<file path="src/rtl/htw_ram.sv">
// htw_ram: generic single-write, single-read RAM with registered read data.
// Self-contained; used for the slot table and the timer table.
module htw_ram #(
	parameter int WIDTH = 8,
	parameter int DEPTH = 16
) (
	input  logic                     clk,
	input  logic                     we,
	input  logic [$clog2(DEPTH)-1:0] waddr,
	input  logic [WIDTH-1:0]         wdata,
	input  logic [$clog2(DEPTH)-1:0] raddr,
	output logic [WIDTH-1:0]         rdata
);

	logic [WIDTH-1:0] mem [DEPTH];

	always_ff @(posedge clk) begin
		if (we) begin
			mem[waddr] <= wdata;
		end
		rdata <= mem[raddr];
	end

endmodule

</file>
<file path="config.mk">
export PLATFORM = sky130hd
export DESIGN_NAME = htw_ram
export DESIGN_NICKNAME = d
export VERILOG_FILES = /design/src/rtl/htw_ram.sv
export SDC_FILE = /design/constraint.sdc
export NUM_CORES = 1
export LEC_CHECK = 0
export ABC_CLOCK_PERIOD_IN_PS = 4800
export BUFFER_PORTS_ARGS = -buffer_cell sky130_fd_sc_hd__buf_2
export CORE_AREA = 8 8 134 86
export CTS_BUF_LIST = sky130_fd_sc_hd__clkbuf_8
export DETAILED_ROUTE_END_ITERATION = 6
export DIE_AREA = 0 0 142 94
export GPL_ROUTABILITY_DRIVEN = 0
export PLACE_DENSITY = 0.72
export SYNTH_ARGS = -nofsm -noshare
export SYNTH_HDL_FRONTEND = slang
export SYNTH_SLANG_ARGS = --single-unit
</file>
<file path="constraint.sdc">
create_clock -name clk -period 4.8 [get_ports clk]
set_input_delay 0.24 -clock clk [delete_from_list [all_inputs] [get_ports clk]]
set_output_delay 0.24 -clock clk [all_outputs]
set_load 0.02 [all_outputs]
</file>
### Word level (Yosys, flattened, before mapping)

Memory sizes are Yosys's and may differ from the RTL's. A register that Yosys moved wholly into a read port is not among the register bits.
Index checks and enable logic that the tools add are counted.

| storage, ports and cells | value |
|---|---|
| register bits | 0 |
| memory bits (writable) | 128 |
| memories kept | 1 |
| input bits | 18 |
| output and inout port bits | 8 |
| logic and storage cells | 3 |

| cells by class | value |
|---|---|
| multiplexer cells | 2 |

Memory list:

| name | depth | width | read ports | clocked after Yosys merged registers in | wr ports | line | source |
|---|---|---|---|---|---|---|---|
| mem | 16 | 8 | 1 | 1 | 1 | 15 | `logic [WIDTH-1:0] mem [DEPTH];` |

Operator list:

| kind | number |
|---|---|
| 1-bit 2-to-1 mux | 2 |

### Logic depth before layout (Yosys ltp)

| logic depth | value |
|---|---|
| depth after elaboration | 2 |
| depth in mapped cells | 5 |
| depth with buffers taken out | 3 |

### Worst setup path after synthesis

Ideal clock, no wire load.

| timing | value |
|---|---|
| path kind | input to register |
| start | input waddr[2] |
| end | memory mem[0][0], enable pin |
| path buffers | 0 |
| arrival time | 1350 ps |
| setup time | 383 ps |
| required time | 4417 ps |
| stages on the path | 2 |
| setup slack | 3067 ps |
| cell sequence | or3b_2 nor3_1 |

RTL lines:

| what | line | source |
|---|---|---|
| start: declaration | 9 | `input logic [$clog2(DEPTH)-1:0] waddr,` |
| end: declaration | 15 |  |

Straight into the memory's write port.

==> metrics.txt <==
worst setup slack after placement 2492 ps; max_cap viols 0; layout cell share with drive strength beyond 1 0.2796; Distinct cells, synth 19; number of global-route vias before repair 2531; Synth Warn # 0; top cells by count, synth edfxtp_1 (128), mux4_2 (18), a22oi_1 (16); most frequent cell after synthesis edfxtp_1; CTS root buf clkbuf_8; Routed Antenna Nets 0; synthesized instance count 229; vias 2408; VDD IR max 0.2029 mV; # DRC 0; # IOs 26; clock buffer depth 2; Setup crit start kind primary input; register bit total from synthesis 136; starting density of the core 0.5382; cts hold-fix bufs 0; antenna fix cells 0; worst-skew pair later-pin latency 440 ps; Slew Limit Fails 0; drt pass-1 iters 4; total power 2.444 mW; final period utilization 0.3587; CP max FO 32; CP delay by family, top buffers and inverters; number of CTS-inserted buffers 17; first-pass GRT wire length 15.11 mm; Area after DPL 5378 um2; main area contributors after synthesis edfxtp_1 (75%), mux4_2 (7.9%), mux4_1 (7.1%); crit end category flip-flop; clock slew at reported path FFs 80 ps; register area share after synthesis 0.7778; Required @ worst endpoint 5130 ps; final clock skew 14.65 ps; number of synthesized flops with an enable pin 128; initial antenna violation count 0; Final Hold Vio Count 0; Setup Fix Bufs, Post-CTS 0; total global-route track usage 0.1605; synthesized cell area 5147 um2; total routed wirelength 9.948 mm; die area 13350 um2; dpl hpwl 6.284 mm; PD cells 421.3 nW/um2; cell area after layout 5802 um2; Slew headroom 0.3079; HP Class primary input to flip-flop; LEAKAGE 1.928 nW; cell taking the most area after synthesis edfxtp_1; minimum clock period 1722 ps; WS Path Type primary input to flip-flop; Tightest Pin Transition 1038 ps; final core utilization 0.6066; highest clock rate 580.8 MHz; sequential cell area 4004 um2; DRT iter0 DRCs 267; GR Util met1 0.2224; fill cell count 694; post-synthesis async set-or-reset flop share 0; Arrival @ worst endpoint 2050 ps; TritonCTS clock tree done; endpoints failing setup 0; GRT overflow 0; row count 28; cell chain of the critical path buf_2 -> mux4_1 -> a22oi_1 -> nand2_1; post-synth top area share 0.7467; die width 142 um; routed length per instance 24.03 um; Port Buf Inserts 25; Post-layout nets 285; Core Area 9564 um2; CP max stage cell buf_2; area growth from synthesis to layout 12.71%; Multi-input gate area 1057 um2; syn nets 247; prevailing post-synth register cell edfxtp_1; Avg Cell Area, Syn 22.48 um2; largest net degree at the start of global routing 33; status finished clean; final setup margin 3078 ps; M2 GR Usage 0.2322; Most Crowded Layer GR met2; via/cell ratio 5.816; TNS Setup 0 ps; Die Y-Extent 94 um; CTS resizes 0; RSZ-0062 raised after global routing no; H-tree levels 4; Sink Count 136; Max stage delay on crit path 770 ps; GRT met3 Usage 0.05175; crit path buf inv count 1
-- report_power, final --
group | internal, mW | leakage, nW | total [mW] | switching, mW
Clock | 0.558 | 0.212 | 0.985 | 0.427
Combinational | 0.0479 | 0.492 | 0.125 | 0.0767
Sequential | 1.33 | 1.22 | 1.33 | 0.00807
Total | 1.93 | 1.93 | 2.44 | 0.512
-- cells by family (layout without fill, tap and decap cells) --
| family | count (synthesis) | after routing | share of synthesized area |
|---|---|---|---|
| AO/OA/AOI/OAI | 16 | 16 | 0.02334 |
| buffers and inverters | 10 | 60 | 0.01677 |
| flip-flops | 136 | 136 | 0.7778 |
| multiplexers | 32 | 32 | 0.1502 |
| AND/OR/NAND/NOR | 35 | 35 | 0.03184 |
-- layout by cell type (no fill, tap or decap) --
| cell type | count |
|---|---|
| clkinv_1 | 1 |
| buf_4 | 4 |
| and2b_1 | 1 |
| bufinv_16 | 4 |
| nand2b_1 | 2 |
| nor2b_1 | 1 |
| nor2_1 | 13 |
| or3b_2 | 1 |
| nor3_1 | 4 |
| clkbuf_8 | 17 |
| mux4_1 | 14 |
| dfxtp_1 | 8 |
| mux4_2 | 18 |
| a22oi_1 | 16 |
| nand3_1 | 1 |
| clkinvlp_4 | 1 |
| and2_1 | 1 |
| nand3b_1 | 2 |
| buf_2 | 25 |
| edfxtp_1 | 128 |
| clkinv_2 | 5 |
| clkinv_4 | 3 |
| nand2_1 | 9 |
-- worst paths after layout --
| kind | slack, ps | cells past startpoint | from | to |
|---|---|---|---|---|
| worst min register to register | 660 | 3 | mem[15][6]$_DFFE_PP_ | rdata[6]$_DFF_P_ |
| worst min-delay path | 190 | 1 | wdata[4] | mem[2][4]$_DFFE_PP_ |
| worst max-delay path | 3080 | 4 | raddr[0] | rdata[5]$_DFF_P_ |
| worst max register to register | 3450 | 3 | mem[9][5]$_DFFE_PP_ | rdata[5]$_DFF_P_ |
-- per-layer routing --
metal	vias up	routed length, um
met5	-	0
met4	0	127
met3	15	512
met2	79	4508
met1	1266	4799
li1	1048	-
-- sequential cells by signal, summed over array words and instances, names as in the netlist --
name,flops
mem,128
rdata,8
-- stage by stage --
stage	std cells	hold slack, ps
final	414	188.6
after global routing	414	178.7
after CTS	413	166.1
after detailed placement	382	641.8
after global placement	382	629.0
after floorplan	229	338.9
-- final cells by class --
class	count	area share
Clock buffer	17	0.04033
Clock inverter	14	0.03149
Multi-Input combinational cell	83	0.1822
Tap cell	135	0.02911
Timing Repair Buffer	29	0.02674
Sequential cell	136	0.6901
(Power assumes the default switching activity.)
