$ cat config.mk
export PLATFORM = sky130hd
export DESIGN_NAME = htw_place
export DESIGN_NICKNAME = d
export VERILOG_FILES = /design/src/rtl/htw_pkg.sv /design/src/rtl/htw_place.sv
export SDC_FILE = /design/constraint.sdc
export NUM_CORES = 1
export LEC_CHECK = 0
export ABC_AREA = 1
export BUFFER_PORTS_ARGS = -buffer_cell sky130_fd_sc_hd__buf_2
export CAP_MARGIN = 20
export CORE_UTILIZATION = 60
export CTS_BUF_LIST = sky130_fd_sc_hd__clkbuf_16
export DETAILED_ROUTE_END_ITERATION = 6
export GPL_TIMING_DRIVEN = 0
export PLACE_DENSITY_LB_ADDON = 0.3
export SKIP_CTS_REPAIR_TIMING = 1
export SLEW_MARGIN = 20
export SYNTH_ARGS = -nofsm -noshare
export SYNTH_HDL_FRONTEND = slang
export SYNTH_SLANG_ARGS = --single-unit
$ cat constraint.sdc
create_clock -name clk -period 8 [get_ports clk]
set_input_delay 1.6 -clock clk [delete_from_list [all_inputs] [get_ports clk]]
set_output_delay 1.6 -clock clk [all_outputs]
set_load 0.02 [all_outputs]
$ cat src/rtl/htw_pkg.sv
// htw_pkg: shared constants, codes and types of the hierarchical timer wheel.
// Used by htw_place and hierarchical_timer_wheel; depends on nothing.
package htw_pkg;

	localparam int MAX_TIMERS   = 64;
	localparam int LEVEL0_SLOTS = 256;
	localparam int UPPER_SLOTS  = 64;
	localparam int LEVELS       = 5;
	localparam int TICK_BITS    = 32;

	localparam int L0_SHIFT    = $clog2(LEVEL0_SLOTS);
	localparam int UP_SHIFT    = $clog2(UPPER_SLOTS);
	localparam int TOTAL_SLOTS = LEVEL0_SLOTS + (LEVELS - 1) * UPPER_SLOTS;
	localparam int SLOT_W      = $clog2(TOTAL_SLOTS);
	localparam int ID_W        = $clog2(MAX_TIMERS);
	localparam int LINK_W      = ID_W + 1;
	localparam int PTR_W       = L0_SHIFT;
	localparam int LV_W        = $clog2(LEVELS);
	localparam int CH_W        = $clog2(LEVELS - 1);
	localparam int REP_W       = 16;

	localparam logic [LINK_W-1:0] NIL = '1;

	localparam logic [1:0] MODE_TICK   = 2'd0;
	localparam logic [1:0] MODE_ADD    = 2'd1;
	localparam logic [1:0] MODE_REARM  = 2'd2;
	localparam logic [1:0] MODE_REMOVE = 2'd3;

	localparam logic [1:0] KIND_TICK = 2'd0;
	localparam logic [1:0] KIND_FIRE = 2'd1;
	localparam logic [1:0] KIND_ACC  = 2'd2;
	localparam logic [1:0] KIND_REJ  = 2'd3;

	typedef logic [LINK_W-1:0]    link_t;
	typedef logic [SLOT_W-1:0]    slot_t;
	typedef logic [TICK_BITS-1:0] tick_t;
	typedef logic [LEVELS-1:0][PTR_W-1:0] ptrs_t;

	typedef struct packed {
		link_t             nxt;
		link_t             prv;
		tick_t             exp;
		tick_t             per;
		logic [REP_W-1:0]  rep;
		slot_t             slot;
	} row_t;

	typedef struct packed {
		link_t head;
		link_t tail;
	} ent_t;

	localparam ent_t ENT_NIL = '{head: NIL, tail: NIL};

	typedef struct packed {
		logic  start;
		tick_t expiry;
		tick_t now;
	} place_req_t;

	typedef struct packed {
		logic  done;
		logic  ok;
		slot_t slot;
	} place_rsp_t;

	function automatic slot_t lvl_base(input logic [LV_W-1:0] lv);
		int b;
		b = (lv == '0) ? 0 : LEVEL0_SLOTS + (int'(lv) - 1) * UPPER_SLOTS;
		return slot_t'(b);
	endfunction

endpackage

$ cat src/rtl/htw_place.sv
// htw_place: level search for a timer's slot, one wheel level per cycle.
// Depends on htw_pkg for level sizes, slot bases and the request/response types.
module htw_place (
	input  logic                clk,
	input  logic                arst_n,
	input  htw_pkg::place_req_t req,
	input  htw_pkg::ptrs_t      ptrs,
	output htw_pkg::place_rsp_t rsp
);

	logic                         busy_q;
	logic [htw_pkg::LV_W-1:0]     lv_q;
	htw_pkg::tick_t               d_q;
	logic                         done_q;
	logic                         ok_q;
	htw_pkg::slot_t               slot_q;

	logic [htw_pkg::PTR_W-1:0]    ptr;
	logic [htw_pkg::TICK_BITS:0]  sz;
	logic [htw_pkg::TICK_BITS:0]  sum;
	logic                         big;
	htw_pkg::tick_t               dn;
	logic [htw_pkg::PTR_W-1:0]    off;
	htw_pkg::slot_t               slot;

	always_comb begin
		ptr = ptrs[lv_q];
		sz  = (lv_q == '0) ? (htw_pkg::TICK_BITS+1)'(htw_pkg::LEVEL0_SLOTS)
		                   : (htw_pkg::TICK_BITS+1)'(htw_pkg::UPPER_SLOTS);
		big = {1'b0, d_q} >= sz;
		sum = {1'b0, d_q} - sz + (htw_pkg::TICK_BITS+1)'(ptr) + 1'b1;
		dn  = (lv_q == '0) ? htw_pkg::tick_t'(sum >> htw_pkg::L0_SHIFT)
		                   : htw_pkg::tick_t'(sum >> htw_pkg::UP_SHIFT);
		off = ptr + d_q[htw_pkg::PTR_W-1:0] + 1'b1;
		if (lv_q == '0) begin
			slot = htw_pkg::slot_t'(off);
		end else begin
			slot = htw_pkg::lvl_base(lv_q)
				+ htw_pkg::slot_t'(off[htw_pkg::UP_SHIFT-1:0]);
		end
	end

	always_ff @(posedge clk or negedge arst_n) begin
		if (!arst_n) begin
			busy_q <= 1'b0;
			done_q <= 1'b0;
			ok_q   <= 1'b0;
			lv_q   <= '0;
		end else begin
			done_q <= 1'b0;
			if (req.start) begin
				d_q    <= req.expiry - req.now;
				lv_q   <= '0;
				busy_q <= 1'b1;
			end else if (busy_q) begin
				if (big) begin
					// carry the distance up one level
					d_q <= dn;
					if (lv_q == htw_pkg::LV_W'(htw_pkg::LEVELS - 1)) begin
						busy_q <= 1'b0;
						done_q <= 1'b1;
						ok_q   <= 1'b0;
					end else begin
						lv_q <= lv_q + 1'b1;
					end
				end else begin
					busy_q <= 1'b0;
					done_q <= 1'b1;
					ok_q   <= 1'b1;
					slot_q <= slot;
				end
			end
		end
	end

	assign rsp = '{done: done_q, ok: ok_q, slot: slot_q};

endmodule
# Word-level counts from Yosys, hierarchy flattened
# Cells that the tools add are included.
# W data, S select, Z words.
[op_classes]
mux = 23
eq_ne = 3
reduce_logical = 7
n_lt_le_gt_ge = 2
n_bitwise = 2
addsub = 10
[op_table]
columns = ["cell", "count"]
rows = [
  ["$mux W32", 3],
  ["$add A33 B1 Y33 const B", 1],
  ["$add A33 B8 Y33", 1],
  ["$sub A32 B9 Y33", 1],
  ["$ge A32 B9 Y1", 1],
  ["$sub A32 B32 Y32", 1],
  ["$mux W27", 1],
  ["$bmux W8 S3", 1],
  ["$mux W9", 2],
  ["$mux W8", 2],
  ["$mux W3", 4],
  ["$mux W1", 10],
  ["$add A9 B6 Y9", 1],
  ["$add A9 B9 Y9 const A", 1],
  ["$reduce_and A3 Y1", 3],
  ["$add A8 B1 Y8 const B", 1],
  ["$add A8 B8 Y8", 1],
  ["$lt A3 B4 Y1 const B", 1],
  ["$reduce_and A4 Y1", 1],
  ["$reduce_bool A2 Y1", 2],
  ["$add A3 B1 Y3 const B", 1],
  ["$eq A3 B3 Y1 const B", 1],
  ["$logic_not A3 Y1", 1],
  ["$sub A3 B1 Y3 const B", 1],
  ["other kinds (3)", 4],
]
[word_totals]
out_inout_bits = 11
ff_bits = 47
input_bits = 107
wordCells = 54

# Depth between registers and ports, before layout
[logic_depth]
ltp_word = 9
ltp_mapped = 21
mapped_depth_nobuf = 20

# Least setup slack after synthesis
# No wires, ideal clock.
[synth_path]
path_type = "input to register"
startpoint = "input ptrs[20] (netlist name)"
endpoint = "register d_q[9], data pin"
path_slack_ns = 3.949
stages = 15
path_buffers = 0
required_ns = 7.739
setup_time_ns = 0.261
t_arrival_ns = 3.790
cell_sequence = "nand2_1 > a221o_1 > o21ai_0 > inv_1 > ha_1 > inv_1 > ha_1 > a21oi_1 > o21ai_0 > a21oi_1 > nand2_2 > a21oi_1 > xor2_1 > or2_1 > nand3_1"
[synth_via]
elab_chain_cells = 8
[synth_rtl]
columns = ["element", "line", "rtl"]
rows = [
  ["start, declared", "htw_place.sv:7", "input htw_pkg::ptrs_t ptrs,"],
  ["$bmux W8 S3", "htw_place.sv:27", "ptr = ptrs[lv_q];"],
  ["$mux W8 (not written as such)", "htw_place.sv:27", ""],
  ["$add A33 B8 Y33", "htw_place.sv:31", "sum = {1'b0, d_q} - sz + (htw_pkg::TICK_BITS+1)'(ptr) + 1'b1;"],
  ["$add A33 B1 Y33", "htw_place.sv:31", ""],
  ["$mux W27", "htw_place.sv:32", "dn = (lv_q == '0) ? htw_pkg::tick_t'(sum >> htw_pkg::L0_SHIFT)"],
  ["$mux W32", "htw_place.sv:56", "if (big) begin"],
  ["$mux W32", "htw_place.sv:55", "end else if (busy_q) begin"],
  ["$mux W32", "htw_place.sv:51", "if (req.start) begin"],
  ["end signal, assigned", "htw_place.sv:52", "d_q <= req.expiry - req.now;"],
  ["end signal, assigned", "htw_place.sv:58", "d_q <= dn;"],
  ["end, declared", "htw_place.sv:13", "htw_pkg::tick_t d_q;"],
]
# Every way passes these cells. The select of a mux whose other input is x is not followed.
# A chain may end at the register's enable or synchronous reset.

# Worst setup path in the final report
[layout_path]
startpoint = "input ptrs[21] (netlist name)"
endpoint = "register d_q[24], data pin"
# Same word-level chain as after synthesis.

==> flow_metrics.env <==
export IMPL_status="completed"
export IMPL_cts_sinks=47
export IMPL_final_min_clock_period_ps=4320
export IMPL_die_x_um=110
export IMPL_finalSetupViolCount=0
export IMPL_syn_num_nets=1290
export IMPL_ant_nets=0
export IMPL_place_inst=1346
export IMPL_required_ps=8040
export IMPL_syn_area_mm2=0.00699
export IMPL_slew_headroom=0.426
export IMPL_dp_final_hpwl_mm=17.2
export IMPL_firstDrtPassIters=7
export IMPL_ys_warnings_count=0
export IMPL_wl_mm=20.5
export IMPL_ys_seq_elements=47
export IMPL_p_leak_uw=0.00404
export IMPL_criticalPathCategory="input pin to register"
export IMPL_grt_start_max_net_pins=20
export IMPL_synthCells=1086
export IMPL_cp_start_kind="input pin"
export IMPL_skew_ps=10.8
export IMPL_path_cells="buf_2, nand2_1, a221o_1, o21ai_0, inv_1, ha_1, inv_1, ha_1, a21oi_1, o21ai_1, a21oi_1, o21ai_1, nand2_1, nand2_1, nand2_1, nand2_1, nand2_1, nand2_1, nand2_1, nand3_1"
export IMPL_cp_max_fo=3
export IMPL_crit_path_end_kind="register"
export IMPL_yosysSeqAreaShare=0.198
export IMPL_clock_path_buffers=2
export IMPL_syn_area_per_cell_um2=6.43
export IMPL_dpl_cell_area_mm2=0.00778
export IMPL_port_buffers=116
export IMPL_ys_types=44
export IMPL_die_h_um=110
export IMPL_io_pins=118
export IMPL_post_route_util=0.702
export IMPL_insertion_delay_ps=300
export IMPL_dieArea_mm2=0.0121
export IMPL_final_cell_mix="nand2_1 (201), inv_1 (190), a21oi_1 (121)"
export IMPL_fin_tns_setup_ps=0
export IMPL_setup_ws_ps=3680
export IMPL_cpMostUsedCell="nand2_1"
export IMPL_num_vias=7702
export IMPL_syn2layout_area_growth_pct=14.2
export IMPL_avgViaCountPerCell=5.69
export IMPL_final_common_cell="nand2_1"
export IMPL_pre_cts_ws_ps=3400
export IMPL_ir_drop_mv=0.222
export IMPL_grt_usage=0.347
export IMPL_post_route_period_util=0.540
export IMPL_cts_tree="yes"
export IMPL_drc=0
export IMPL_slowest_stage="a221o_1"
export IMPL_grt_pass1_wl_mm=32.1
export IMPL_drv_slew=0
export IMPL_fmax_mhz=231
export IMPL_arrival_ps=4370
export IMPL_rsz0062_at_grt="no"
export IMPL_initial_utilization=0.615
export IMPL_cts_max_level=2
export IMPL_clk_pin_slew_worst_paths_ps=70
export IMPL_grt_pass1_vias=6907
export IMPL_wl_per_cell_um=15.1
export IMPL_drive_gt1_frac=0.122
export IMPL_fin_area_mm2=0.00798
export IMPL_critPathMaxStageDelay_ps=370
export IMPL_hold_violations=0
export IMPL_worst_pin_slew_ps=858
export IMPL_antenna_cells=0
export IMPL_core_area_mm2=0.0114
export IMPL_filler_cell_count=1042
export IMPL_grt_antenna_before_repair=0
export IMPL_drtIter0Drc=639
export IMPL_hold_class="register to register"
export IMPL_cts_root_buf="clkbuf_16"
export IMPL_num_rows=39
export IMPL_tritoncts_num_buffers=5
export IMPL_fin_nets=1414
export IMPL_gp_congestion=0.975
export IMPL_cap_viol_max_count=0
export IMPL_gr_total_overflow=0
export IMPL_p_per_area_mw_per_mm2=327
export IMPL_final_cells=1354
-- routing by layer --
metal  vias to the layer above  global-route usage  share of wire
li1                       3908                   -              -
met1                      3410               0.471           0.44
met2                       343               0.573           0.45
met3                        41              0.0474          0.089
met4                         0              0.0952          0.024
met5                         -                   0              0
-- registers in the layout, indices dropped and copies added (netlist names) --
signal,count
d_q,32
slot_q,9
lv_q,3
busy_q,1
done_q,1
ok_q,1
-- worst max-delay path, delay by kind of cell --
family | cells | cell delay (ps)
adder cells (fa/ha/maj) | 2 | 620
buffers and inverters | 3 | 220
AND/OR/NAND/NOR | 9 | 640
AO/OA/AOI/OAI | 6 | 1280
-- Yosys cell counts --
library cell / number / area, um^2
inv_1: 190 / 713
o21bai_1: 5 / 37.5
fa_1: 2 / 40.0
a21oi_2: 1 / 8.76
o21ai_0: 77 / 385
o311ai_0: 1 / 8.76
clkbuf_1: 6 / 22.5
a31o_2: 1 / 8.76
nor2_1: 104 / 390
edfxtp_1: 41 / 1230
buf_4: 3 / 22.5
o21ai_1: 4 / 20.0
dfrtp_1: 6 / 150
a21o_1: 2 / 15.0
a211oi_1: 2 / 15.0
and2_1: 1 / 6.26
nand2_2: 10 / 62.6
a32o_1: 3 / 30.0
nand3_1: 106 / 531
a21oi_1: 121 / 606
a22o_1: 1 / 8.76
nor3b_1: 1 / 7.51
o211ai_1: 4 / 30.0
nor3_4: 1 / 16.3
nand2_1: 201 / 754
o21a_1: 7 / 52.6
inv_2: 2 / 7.51
o31ai_1: 1 / 7.51
nand4_1: 12 / 75.1
o221ai_1: 5 / 43.8
a221o_1: 4 / 40.0
buf_2: 3 / 15.0
a31oi_1: 2 / 12.5
buf_1: 2 / 7.51
a221oi_1: 1 / 8.76
or2_1: 3 / 18.8
xnor2_1: 3 / 26.3
a21boi_0: 5 / 37.5
nand3b_1: 3 / 22.5
nor4_1: 3 / 18.8
ha_1: 95 / 1190
xor2_1: 19 / 166
a21boi_2: 1 / 11.3
nor3_1: 21 / 105
-- worst paths after layout --
path | from | to | slack, ps | cells past startpoint
setup reg to reg | lv_q[1] | d_q[24] | 3800 | 19
setup / recovery | ptrs[21] | d_q[24] | 3680 | 20
min in group asynchronous | arst_n | lv_q[2] | 1110 | 1
max in group asynchronous | arst_n | ok_q | 6720 | 1
hold / removal | ok_q | ok_q | 500 | 2
hold reg to reg | ok_q | ok_q | 500 | 2
-- cell families (layout without fill, tap and decap cells) --
kind of cell / count (synthesis) / count (layout) / synth area share
buffers and inverters: 206 / 331 / 0.113
AOI/OAI and AO/OA: 248 / 248 / 0.199
DFF: 47 / 47 / 0.198
xor gates and xnor gates: 22 / 22 / 0.0276
adders and majority gates: 97 / 97 / 0.176
and+or+nand+nor: 466 / 466 / 0.287
-- layout make-up --
| class | instances | area (um^2) | area share |
|---|---|---|---|
| Clock buffer | 5 | 125 | 0.0157 |
| Tap cell | 143 | 179 | 0.0224 |
| Buffer | 14 | 67.6 | 0.00847 |
| Inverter | 192 | 721 | 0.0903 |
| Timing Repair Buffer | 117 | 608 | 0.0762 |
| Sequential cell | 47 | 1380 | 0.173 |
| Multi-Input combinational cell | 833 | 4820 | 0.605 |
| Clock inverter | 3 | 71.3 | 0.00894 |
-- metrics by stage --
stage / hold WS [ps] / power, uW
floorplan: 443 / 1790
global placement: 457 / 2230
detailed placement: 494 / 2260
CTS: 511 / 2560
global route: 539 / 2850
finish: 505 / 2610
-- power breakdown --
| group | switching [uW] | total, uW | internal, uW |
|---|---|---|---|
| Sequential | 52.4 | 435 | 382 |
| Clock | 108 | 289 | 182 |
| Combinational | 1240 | 1890 | 651 |
Note: power is estimated with default switching activity, not from simulation.
